===== src/bmvd_pkg.sv =====
`timescale 1ns / 1ps
// Shared constants and fp32 arithmetic functions for the bf16 matrix-vector dot core.
// No dependencies.
package bmvd_pkg;

	localparam int ROW_LENGTH_DEF = 32;
	localparam int RPC_W = 13;
	localparam int BASE_W = 12;
	localparam int ROWCNT_W = 12;
	localparam int CFG_W = 13;
	localparam logic [RPC_W-1:0] RPC_MAX = 13'd4096;

	typedef enum logic {
		REG_ROWS_PER_CALL = 1'b0,
		REG_ROW_BASE      = 1'b1
	} cfg_reg_t;

	localparam logic [31:0] FP32_QNAN = 32'h7FC00000;
	localparam logic [15:0] BF16_QNAN = 16'h7FC0;

	function automatic logic [4:0] clz27(logic [26:0] v);
		logic [4:0] n;
		n = 5'd27;
		for (int i = 0; i < 27; i++) begin
			if (v[i]) n = 5'(26 - i);
		end
		return n;
	endfunction

	// round nearest-even and pack; sig has its leading one at bit 26
	function automatic logic [31:0] round_pack(logic s, logic signed [10:0] e, logic [26:0] sig);
		logic [26:0] sg;
		logic [10:0] sh;
		logic [7:0] ef;
		logic inc;
		logic [31:0] r;
		sg = sig;
		ef = 8'd0;
		if (e >= 11'sd255) begin
			return {s, 8'hFF, 23'd0};
		end
		if (e <= 11'sd0) begin
			sh = 11'(11'sd1 - e);
			if (sh >= 11'd27) begin
				sg = {26'd0, |sig};
			end else begin
				sg = (sig >> sh) | {26'd0, |(sig & ~({27{1'b1}} << sh))};
			end
		end else begin
			ef = e[7:0];
		end
		inc = sg[2] & (sg[3] | sg[1] | sg[0]);
		r = {s, ef, sg[25:3]} + {31'd0, inc};
		return r;
	endfunction

	function automatic logic [31:0] fp32_add(logic [31:0] x, logic [31:0] y);
		logic xnan, ynan, xinf, yinf;
		logic [31:0] big, sml;
		logic [7:0] eb, es, d;
		logic [26:0] sb, ss0, ss;
		logic [27:0] sum;
		logic [26:0] sig;
		logic [4:0] lz;
		logic signed [10:0] e;
		xnan = (&x[30:23]) && (|x[22:0]);
		ynan = (&y[30:23]) && (|y[22:0]);
		xinf = (&x[30:23]) && !(|x[22:0]);
		yinf = (&y[30:23]) && !(|y[22:0]);
		if (xnan || ynan || (xinf && yinf && (x[31] != y[31]))) return FP32_QNAN;
		if (xinf) return x;
		if (yinf) return y;
		if (x[30:0] >= y[30:0]) begin
			big = x;
			sml = y;
		end else begin
			big = y;
			sml = x;
		end
		eb = (big[30:23] == 8'd0) ? 8'd1 : big[30:23];
		es = (sml[30:23] == 8'd0) ? 8'd1 : sml[30:23];
		d = eb - es;
		sb = {(big[30:23] != 8'd0), big[22:0], 3'b000};
		ss0 = {(sml[30:23] != 8'd0), sml[22:0], 3'b000};
		if (d >= 8'd27) begin
			ss = {26'd0, |ss0};
		end else begin
			ss = (ss0 >> d) | {26'd0, |(ss0 & ~({27{1'b1}} << d))};
		end
		if (x[31] == y[31]) sum = {1'b0, sb} + {1'b0, ss};
		else sum = {1'b0, sb} - {1'b0, ss};
		if (sum == 28'd0) return {x[31] & y[31], 31'd0};
		if (sum[27]) begin
			sig = {sum[27:2], sum[1] | sum[0]};
			e = 11'(eb) + 11'sd1;
		end else begin
			lz = clz27(sum[26:0]);
			sig = sum[26:0] << lz;
			e = 11'(eb) - 11'(lz);
		end
		return round_pack(big[31], e, sig);
	endfunction

	function automatic logic [15:0] fp32_to_bf16(logic [31:0] w);
		logic [31:0] t;
		if ((&w[30:23]) && (|w[22:0])) return BF16_QNAN;
		t = w + 32'h00007FFF + {31'd0, w[16]};
		return t[31:16];
	endfunction

endpackage


===== src/bmvd_fmul.sv =====
`timescale 1ns / 1ps
// Exact bf16 x bf16 product rounded into fp32 (subnormals kept).
// Depends on bmvd_pkg.
module bmvd_fmul (
	input  logic [15:0] a,
	input  logic [15:0] b,
	output logic [31:0] p
);
	import bmvd_pkg::*;

	logic anan, bnan, ainf, binf, azero, bzero;
	logic s;
	logic [7:0] ma, mb;
	logic [15:0] prod;
	logic [4:0] lz;
	logic [26:0] sig;
	logic signed [10:0] e;

	always_comb begin
		anan = (&a[14:7]) && (|a[6:0]);
		bnan = (&b[14:7]) && (|b[6:0]);
		ainf = (&a[14:7]) && !(|a[6:0]);
		binf = (&b[14:7]) && !(|b[6:0]);
		azero = (a[14:0] == 15'd0);
		bzero = (b[14:0] == 15'd0);
		s = a[15] ^ b[15];
		ma = {(a[14:7] != 8'd0), a[6:0]};
		mb = {(b[14:7] != 8'd0), b[6:0]};
		prod = ma * mb;
		lz = clz27({prod, 11'd0});
		sig = {prod, 11'd0} << lz;
		e = 11'((a[14:7] == 8'd0) ? 8'd1 : a[14:7]) + 11'((b[14:7] == 8'd0) ? 8'd1 : b[14:7])
			- 11'sd126 - 11'(lz);
		if (anan || bnan || (ainf && bzero) || (binf && azero)) begin
			p = FP32_QNAN;
		end else if (ainf || binf) begin
			p = {s, 8'hFF, 23'd0};
		end else if (azero || bzero) begin
			p = {s, 31'd0};
		end else begin
			p = round_pack(s, e, sig);
		end
	end
endmodule


===== src/bf16_matrix_vector_dot_core.sv =====
`timescale 1ns / 1ps
// Top level: bf16 matrix-vector dot product with fp32 accumulation.
// Depends on bmvd_pkg and bmvd_fmul.
//
// channel | signals                                    | role
// in      | in_valid, in_ready, matrix_value, vector_value | one element pair per request
// out     | out_valid, out_ready, sum_value, row_index, call_last | one row result
// cfg     | cfg_we, cfg_index, cfg_data                | register write, no wait
//
// One request per cycle while in_ready is high. Operands, product and row result
// have a register; the fp32 accumulate loop is one register, sum_q.
// Input stalls only when a row-ending request reaches the accumulator while the
// output register still holds an untaken result. Reset clears counts and the sum.
module bf16_matrix_vector_dot_core #(
	parameter int ROW_LENGTH = bmvd_pkg::ROW_LENGTH_DEF
) (
	input  logic                       clk,
	input  logic                       arst_n,
	input  logic                       in_valid,
	output logic                       in_ready,
	input  logic [15:0]                matrix_value,
	input  logic [15:0]                vector_value,
	output logic                       out_valid,
	input  logic                       out_ready,
	output logic [15:0]                sum_value,
	output logic [12:0]                row_index,
	output logic                       call_last,
	input  logic                       cfg_we,
	input  logic                       cfg_index,
	input  logic [bmvd_pkg::CFG_W-1:0] cfg_data
);
	import bmvd_pkg::*;

	localparam int CW = (ROW_LENGTH > 1) ? $clog2(ROW_LENGTH) : 1;

	logic [CW-1:0] cnt_q;
	logic [RPC_W-1:0] rpc_q;
	logic [BASE_W-1:0] base_q;
	logic [ROWCNT_W-1:0] row_cnt_q;
	logic [31:0] sum_q;

	logic [15:0] a_s1, b_s1;
	logic v_s1, end_s1;
	logic [31:0] prod_s2;
	logic v_s2, end_s2;
	logic [31:0] prod;

	logic blk, adv, in_end, last;
	logic [31:0] acc;
	logic [RPC_W-1:0] eff;

	bmvd_fmul u_fmul (
		.a(a_s1),
		.b(b_s1),
		.p(prod)
	);

	always_comb begin
		blk = v_s2 && end_s2 && out_valid && !out_ready;
		adv = !blk;
		in_ready = adv;
		in_end = (cnt_q == CW'(ROW_LENGTH - 1));
		acc = fp32_add(sum_q, prod_s2);
		if (rpc_q == '0) eff = RPC_W'(1);
		else if (rpc_q > RPC_MAX) eff = RPC_MAX;
		else eff = rpc_q;
		last = ({1'b0, row_cnt_q} + 13'd1) >= eff;
	end

	always_ff @(posedge clk or negedge arst_n) begin
		if (!arst_n) begin
			rpc_q <= RPC_W'(1);
			base_q <= '0;
		end else if (cfg_we) begin
			case (cfg_reg_t'(cfg_index))
				REG_ROWS_PER_CALL: rpc_q <= cfg_data[RPC_W-1:0];
				REG_ROW_BASE:      base_q <= cfg_data[BASE_W-1:0];
				default: ;
			endcase
		end
	end

	always_ff @(posedge clk or negedge arst_n) begin
		if (!arst_n) begin
			cnt_q <= '0;
			v_s1 <= 1'b0;
			end_s1 <= 1'b0;
			v_s2 <= 1'b0;
			end_s2 <= 1'b0;
			sum_q <= '0;
			row_cnt_q <= '0;
			out_valid <= 1'b0;
		end else begin
			out_valid <= (out_valid && !out_ready) || (adv && v_s2 && end_s2);
			if (adv) begin
				v_s1 <= in_valid;
				end_s1 <= in_end;
				if (in_valid) cnt_q <= in_end ? '0 : cnt_q + CW'(1);
				v_s2 <= v_s1;
				end_s2 <= end_s1;
				if (v_s2) begin
					if (end_s2) begin
						sum_q <= '0;
						row_cnt_q <= last ? '0 : row_cnt_q + ROWCNT_W'(1);
					end else begin
						sum_q <= acc;
					end
				end
			end
		end
	end

	always_ff @(posedge clk) begin
		if (adv) begin
			a_s1 <= matrix_value;
			b_s1 <= vector_value;
			prod_s2 <= prod;
			if (v_s2 && end_s2) begin
				sum_value <= fp32_to_bf16(acc);
				row_index <= 13'(base_q) + 13'(row_cnt_q);
				call_last <= last;
			end
		end
	end
endmodule


===== config.mk =====
export PLATFORM = sky130hd
export DESIGN_NAME = bf16_matrix_vector_dot_core
export DESIGN_NICKNAME = d
export VERILOG_FILES = /design/src/bmvd_pkg.sv /design/src/bmvd_fmul.sv /design/src/bf16_matrix_vector_dot_core.sv
export SDC_FILE = /design/constraint.sdc
export NUM_CORES = 1
export LEC_CHECK = 0
export BUFFER_PORTS_ARGS = -buffer_cell sky130_fd_sc_hd__buf_2
export CAP_MARGIN = 20
export CELL_PAD_IN_SITES_DETAIL_PLACEMENT = 1
export CELL_PAD_IN_SITES_GLOBAL_PLACEMENT = 2
export CORE_MARGIN = 2
export CORE_UTILIZATION = 30
export CTS_CLUSTER_DIAMETER = 150
export CTS_CLUSTER_SIZE = 24
export DETAILED_ROUTE_END_ITERATION = 16
export PLACE_DENSITY_LB_ADDON = 0.1
export SETUP_SLACK_MARGIN = 0.02
export SLEW_MARGIN = 20
export SYNTH_ARGS = -nofsm -noshare
export SYNTH_HDL_FRONTEND = slang
export SYNTH_SLANG_ARGS = --single-unit
export TNS_END_PERCENT = 20

===== constraint.sdc =====
create_clock -name clk -period 17 [get_ports clk]
set_clock_uncertainty 0.15 [all_clocks]
set_input_delay 1.7 -clock clk [delete_from_list [all_inputs] [get_ports clk]]
set_output_delay 1.7 -clock clk [all_outputs]
set_load 0.005 [all_outputs]

==> impl_results.md, run 1 <==
- CTS clk-pin slew, worst paths: 0.07 ns
- Final cell area excluding filler cells: 0.0328 sq mm
- Area after DPL: 0.0311 sq mm
- Synth Net Count: 4035
- Netlist cell types: 121
- Area grow syn2layout: 17.0%
- Layout cells sized above 1: 0.179
- CORE AREA: 0.0929 sq mm
- Register area share after synthesis: 0.171
- Final worst-path cycle share: 0.958
- Remaining DRCs: 0
- RePlAce Congestion: 0.965
- Root buffer cell: clkbuf_16
- Chip Width: 310 um
- Critical Path Fanout Max: 12
- Type of origin of the critical path: flop
- Global route total overflow: 0
- Critical path arrival: 16.40 ns
- Syn Area/Cell: 7.46 sq um
- Input/output buffers: 82
- Setup tns final: 0 ns
- DIE AREA: 0.0958 sq mm
- Vias per Instance: 5.96
- Initial antenna violation count: 0
- Vias in the first global route: 31551
- Hold Path Depth: 2
- Inst Count DP: 5131
- Worst-Skew Late Latency: 0.46 ns
- CTS buffer count: 17
- Max_cap viols: 0
- Highest Clock Rate: 0.0614 GHz
- WP data required: 17.10 ns
- Slowest-stage cell, CP: o31ai_1
- Slew Viols, Final: 0
- Worst path max stage delay: 0.65 ns
- Initial Utilization: 0.302
- Hold buffers post-CTS: 0
- Drt pass-1 iters: 5
- IO Count: 83
- Final core utilization: 0.353
- Maximum number of pins on one net before global-route repair: 60
- First-pass GRT wire length: 207 mm
- RSZ-0062 raised after global routing: yes
- YS warnings: 0
- Synthesis-stage register bit count: 173
- Minimum clock period: 16.29 ns
- Post-Route WL: 138 mm
- Tightest Pin Transition: 1.14 ns
- Routed via count: 31060
- Final-stage net count: 4228
- Tightest Hold Check Type: flop to flop
- Die H: 310 um
- Finished Layout Cells: 5215
- Post-synth EDFFs: 94
- Async SR Flop Fraction: 0.457
- Avg WL per Cell: 26.5 um
- Setup Viol. Count Final: 0
- Mapped Area: 0.0280 sq mm
- TritonCTS Sinks: 173
- CP Capture Type: flop
- Number of cells on the worst reg-to-reg path: 66
- Relative slew slack: 0.234
- H-tree depth: 4
- Synth Flop Type: edfxtp_1
- Gr usage total: 0.283
- Outcome: finished, final reports clean
- Dpl hpwl: 111 mm
- Routed Antenna Nets: 0
- Clock tree buffer depth: 2
- # diodes: 0
- Hold Vio Cnt, Final: 0
- Initial DRC count: 2304
- Cells after Synth: 3756
- CTS tree: built
- WS Path Type: flop to flop
- FP Rows: 112
-- synth_stat cells (12+ instances only) --
library cell,instances,area [sq um]
a21o_1,53,398
a31oi_1,56,350
a211o_1,16,140
buf_1,21,78.8
a2111oi_0,14,123
a21oi_1,261,1310
a22oi_1,22,165
mux2i_1,89,891
mux4_2,23,518
xor2_1,48,420
nor4_1,54,338
o21a_1,21,158
nor3_1,118,591
nor2_1,368,1380
a211oi_1,56,420
fa_1,46,921
o211ai_1,46,345
a311oi_1,12,105
nand4_1,66,413
clkbuf_1,137,514
and2_1,71,444
a22o_1,24,210
o31ai_1,32,240
a221oi_1,19,166
nor2b_1,19,119
mux2_2,51,574
o21bai_1,34,255
o221ai_1,17,149
inv_1,224,841
and3_1,43,269
buf_2,28,140
nand2b_1,34,213
a32oi_1,15,131
o22ai_1,46,288
dfrtp_1,78,1950
ha_1,182,2280
o21ai_0,239,1200
edfxtp_1,94,2820
or3_1,36,225
nand2_1,416,1560
xnor2_1,78,683
nand3_1,118,591
o21ai_1,13,65.1
or2_2,23,144
-- timing repair --
item | in CTS | in global routing
buffers inserted | 12 | 39
endpoints found under the setup margin | 17 | 40
gates resized for setup | 17 | 143
gates cloned | 0 | 2
pin swaps | 7 | 42
-- flip-flops by register name, summed over array words and instances (netlist names), 13 cells and up --
signal and flops:
a_s1 16, b_s1 16, prod_s2 32, sum_q 32
row_index 13, sum_value 16, rpc_q 13
-- placed cells by master, fill, tap and decap left out, types with 34 or more instances in the layout --
master,n
a211oi_1,50
a21o_1,52
a21oi_1,247
a31oi_1,52
and2_1,70
and3_1,39
buf_2,81
buf_4,284
dfrtp_1,78
edfxtp_1,94
fa_1,45
ha_1,177
inv_1,222
mux2_2,49
mux2i_1,83
nand2_1,413
nand3_1,113
nand4_1,66
nor2_1,354
nor3_1,115
nor4_1,52
o211ai_1,46
o21ai_0,217
o21bai_1,34
o22ai_1,45
xnor2_1,74
xor2_1,45
-- layout make-up --
type | instances | area [sq um]
fillers | 11366 | 60100
repair buffers | 377 | 2740
clock inverters | 13 | 176
flip-flops and latches | 173 | 4800
inverters | 234 | 881
clock buffers | 18 | 429
well taps | 1254 | 1570
multi-input cells | 3146 | 22200
-- path summary, 6_finish.rpt --
kind                                       to   startpoint  slack, ns
max in group asynchronous            sum_q[9]       arst_n      14.55
worst min-delay path                     v_s2         v_s1       0.29
min in group asynchronous           base_q[9]       arst_n       0.99
worst max register to register  sum_value[14]  prod_s2[10]       0.71
worst max-delay path            sum_value[14]  prod_s2[10]       0.71
worst min register to register           v_s2         v_s1       0.29
-- stage by stage --
stage	hold WS [ns]	setup slack (ns)
final	0.294	0.707
after detailed placement	0.285	-0.477
after floorplan	0.261	0.0311
after global routing	0.331	-0.0347
after CTS	0.301	0.0260
after global placement	0.284	-0.0283
-- critical path, delay by kind of cell, from the launching register on --
family	cells	cell delay (ns)
compound gates	23	6.11
simple gates	24	5.81
fa+ha+maj	6	1.50
buf+inv	9	1.21
xor+xnor	3	0.50
flops	1	0.39
mux	1	0.37
-- layer usage --
metal / wire length, um / share of wire / up-vias / GRT usage
li1: - / - / 14369 / -
met1: 62000 / 0.45 / 15545 / 0.379
met2: 65000 / 0.47 / 922 / 0.479
met3: 6190 / 0.045 / 224 / 0.0241
met4: 5140 / 0.037 / 0 / 0.0910
met5: 0 / 0 / - / 0
-- cell families (layout without fill, tap and decap cells) --
group           Yosys count  count (layout)  synth area share
compound gates         1181            1181             0.288
xor+xnor                126             126            0.0394
fa+ha+maj               228             228             0.114
simple gates           1446            1446             0.252
mux                     165             165            0.0719
flops                   173             173             0.171
buf+inv                 437             642            0.0632
Power of run 1 is not shown: default switching activity piles up to over one toggle a cycle in this logic, so the estimate is an artifact.
==> inputs of run 2 (changes only) <==
- ABC_AREA: default -> 1
- CORE_UTILIZATION: 30 -> 32
==> run 2 against run 1 <==
Against the previous run:
- cell area decreased by 13%
- sequential cell count unchanged
- wire length decreased by 14%
- worst setup slack better by 0.82 ns
- maximum frequency grew 5.3%
- highest routed layer unchanged
- clock-buffer cell count unchanged
==> impl_results.md, run 2 <==
- WL met1: 57.8 mm (was 62.0 mm)
- RePlAce Congestion: 0.947 (was 0.965)
- Synth Net Count: 4601 (was 4035)
- Minimum clock period: 15.47 ns (was 16.29 ns)
- Final setup margin: 1.53 ns (was 0.707 ns)
- Cells after Synth: 4322 (was 3756)
- Final core utilization: 0.350 (was 0.353)
- Die H: 290 um (was 310 um)
- Initial Utilization: 0.322 (was 0.302)
- Top flop regs: prod_s2 (32), sum_q (32) (unchanged)
- Highest Clock Rate: 0.0646 GHz (was 0.0614 GHz)
- Type of origin of the critical path: flop (unchanged)
- Final worst-path cycle share: 0.910 (was 0.958)
- Root buffer cell: clkbuf_16 (unchanged)
- CP Capture Type: flop (unchanged)
- Initial DRC count: 2151 (was 2304)
- Hold Path Depth: 2 (unchanged)
- Layout cells sized above 1: 0.0814 (was 0.179)
- Area grow syn2layout: 8.80% (was 17.0%)
- Hold Vio Cnt, Final: 0 (unchanged)
- Wire length on met2: 53.5 mm (was 65.0 mm)
- Register area share after synthesis: 0.183 (was 0.171)
- Number of cells on the worst reg-to-reg path: 95 (was 66)
- Final cell area excluding filler cells: 0.0285 sq mm (was 0.0328 sq mm)
- Dpl hpwl: 97.2 mm (was 111 mm)
- Avg WL per Cell: 21.8 um (was 26.5 um)
- Routed Antenna Nets: 0 (unchanged)
- Post-Route WL: 118 mm (was 138 mm)
- Synth area leaders: nand2_1 (17%), nand3_1 (12%), edfxtp_1 (11%) (was edfxtp_1 (10%), ha_1 (8.1%), dfrtp_1 (7.0%))
- Highest routed layer: met4 (unchanged)
- CORE AREA: 0.0816 sq mm (was 0.0929 sq mm)
- Post-synth EDFFs: 94 (unchanged)
- Async SR Flop Fraction: 0.457 (unchanged)
- Input/output buffers: 82 (unchanged)
- Slowest-stage cell, CP: xor2_1 (was o31ai_1)
- Min-delay src: v_s1 (unchanged)
- CTS clk-pin slew, worst paths: 0.08 ns (was 0.07 ns)
- WL met3: 4.61 mm (was 6.19 mm)
- Outcome: finished, final reports clean (unchanged)
- TritonCTS Sinks: 173 (unchanged)
- CTS tree: built (unchanged)
- Tightest Pin Transition: 1.16 ns (was 1.14 ns)
- Slew Viols, Final: 0 (unchanged)
- Commonest non-fill, non-tap cells in the layout: nand2_1 (1180), nand3_1 (613), inv_1 (544) (was nand2_1 (413), nor2_1 (354), buf_4 (284))
- Setup slack after placement: 0.871 ns (was -0.477 ns)
- YS warnings: 0 (unchanged)
- Worst-Skew Late Latency: 0.48 ns (was 0.46 ns)
- Max_cap viols: 0 (unchanged)
- Drt pass-1 iters: 5 (unchanged)
- Critical Path Fanout Max: 32 (was 12)
- Relative slew slack: 0.217 (was 0.234)
- Vias in the first global route: 29520 (was 31551)
- Global route total overflow: 0 (unchanged)
- Mapped Area: 0.0262 sq mm (was 0.0280 sq mm)
- Crit path top cell by count: nand2_1
- Most common cell in the netlist: nand2_1 (unchanged)
- Area after DPL: 0.0277 sq mm (was 0.0311 sq mm)
- Reg2reg start: prod_s2[8] (was prod_s2[10])
- Synth Flop Type: edfxtp_1 (unchanged)
- Hold endpoint: v_s2 (unchanged)
- Clock tree buffer depth: 2 (unchanged)
- Tightest Hold Check Type: flop to flop (unchanged)
- Yosys top cell by area: nand2_1 (was edfxtp_1)
- Critical path arrival: 15.56 ns (was 16.40 ns)
- IO Count: 83 (unchanged)
- First-pass GRT wire length: 180 mm (was 207 mm)
- Worst R2R Setup Slack: 1.53 ns (was 0.71 ns)
- WS Path Type: flop to flop (unchanged)
- Reg2reg end: sum_value[4] (was sum_value[14])
- Netlist cell types: 76 (was 121)
- Leading cell type in the layout, fill and taps excluded: nand2_1 (unchanged)
- Setup Viol. Count Final: 0 (unchanged)
- H-tree depth: 4 (unchanged)
- Setup tns final: 0 ns (unchanged)
- Worst path max stage delay: 0.69 ns (was 0.65 ns)
- Synth top cells by count: nand2_1 (1181), nand3_1 (613), inv_1 (545), nor2_1 (357), o21ai_0 (258) (was nand2_1 (416), nor2_1 (368), a21oi_1 (261), o21ai_0 (239), inv_1 (224))
- Remaining DRCs: 0 (unchanged)
- Initial antenna violation count: 8 (was 0)
- FP Rows: 105 (was 112)
- Vias per Instance: 5.42 (was 5.96)
- Final-stage net count: 4616 (was 4228)
- CTS buffer count: 17 (unchanged)
- Synthesis-stage register bit count: 173 (unchanged)
- Chip Width: 290 um (was 310 um)
- DIE AREA: 0.0843 sq mm (was 0.0958 sq mm)
- Synth top area share: 0.169 (was 0.101)
- Routed via count: 29420 (was 31060)
- WP data required: 17.09 ns (was 17.10 ns)
- Maximum number of pins on one net before global-route repair: 74 (was 60)
- Gr usage total: 0.274 (was 0.283)
- Syn Area/Cell: 6.07 sq um (was 7.46 sq um)
run 2: changes by cell type after synthesis, sizes merged, moves of 53 or more:
cell,delta
nand2,+803
nand3,+507
inv,+341
a21oi,-89
nor3,-85
mux2i,-84
xnor2,-65
and2,-61
a211oi,-60
mux2,-53
run 2: layout make-up:
| cell class | instances | area (sq um) |
|---|---|---|
| inverter | 581 | 2180 |
| fill | 10795 | 53000 |
| tap | 1070 | 1340 |
| multi-input combinational | 3404 | 18600 |
| antenna | 4 | 10.0 |
| sequential | 173 | 4800 |
| clock inverter | 14 | 148 |
| timing repair buffer | 160 | 1060 |
| clock buffer | 18 | 429 |
run 2: through the flow:
step           hold slack (ns)  cells
2_1_floorplan            0.270   4322
3_3_place_gp             0.284   5374
3_5_place_dp             0.285   5374
4_1_cts                  0.309   5406
5_1_grt                  0.344   5424
6_report                 0.309   5424
run 2: timing repair:
action,in CTS,in global routing
hold buffers,0,0
gates resized for setup,0,20
buffers inserted,0,10
setup endpoints to repair,0,34
run 2: critical path, delay by kind of cell (launching register included):
kind | cells | cell delay, ns
buf+inv | 9 | 1.21
flops | 1 | 0.37
fa+ha+maj | 9 | 2.82
xor+xnor | 2 | 0.88
simple gates | 62 | 7.51
compound gates | 13 | 2.22
run 2: worst max path at each step:
| stage | from | endpoint | slack, ns | cells past startpoint |
|---|---|---|---|---|
| 2_1_floorplan | prod_s2[30] | sum_value[2] | 3.43 | 104 |
| 3_3_place_gp | sum_q[30] | sum_value[1] | 1.14 | 87 |
| 3_5_place_dp | prod_s2[8] | sum_value[6] | 0.87 | 103 |
| 4_1_cts | prod_s2[8] | sum_value[13] | 0.81 | 103 |
| 5_1_grt | prod_s2[8] | sum_value[13] | -0.01 | 109 |
| 6_report | prod_s2[8] | sum_value[4] | 1.53 | 95 |
run 2: metal layers:
layer | vias up | track usage
met1 | 14342 | 0.394
li1 | 14351 | -
met4 | 0 | 0.0596
met5 | - | 0
met3 | 98 | 0.0257
met2 | 629 | 0.444
run 2: cells by family (layout without fill, tap and decap cells):
kind of cell	after synthesis	count (layout)	share of synthesized area
AND/OR/NAND/NOR	2440	2443	0.411
adder cells (fa/ha/maj)	228	228	0.122
other	0	4	0
AO/OA/AOI/OAI	654	654	0.143
buffers and inverters	748	773	0.113
flip-flops	173	173	0.183
XOR/XNOR	74	74	0.0256
multiplexers	5	5	0.00191
Power of run 2 is left out for the same reason.
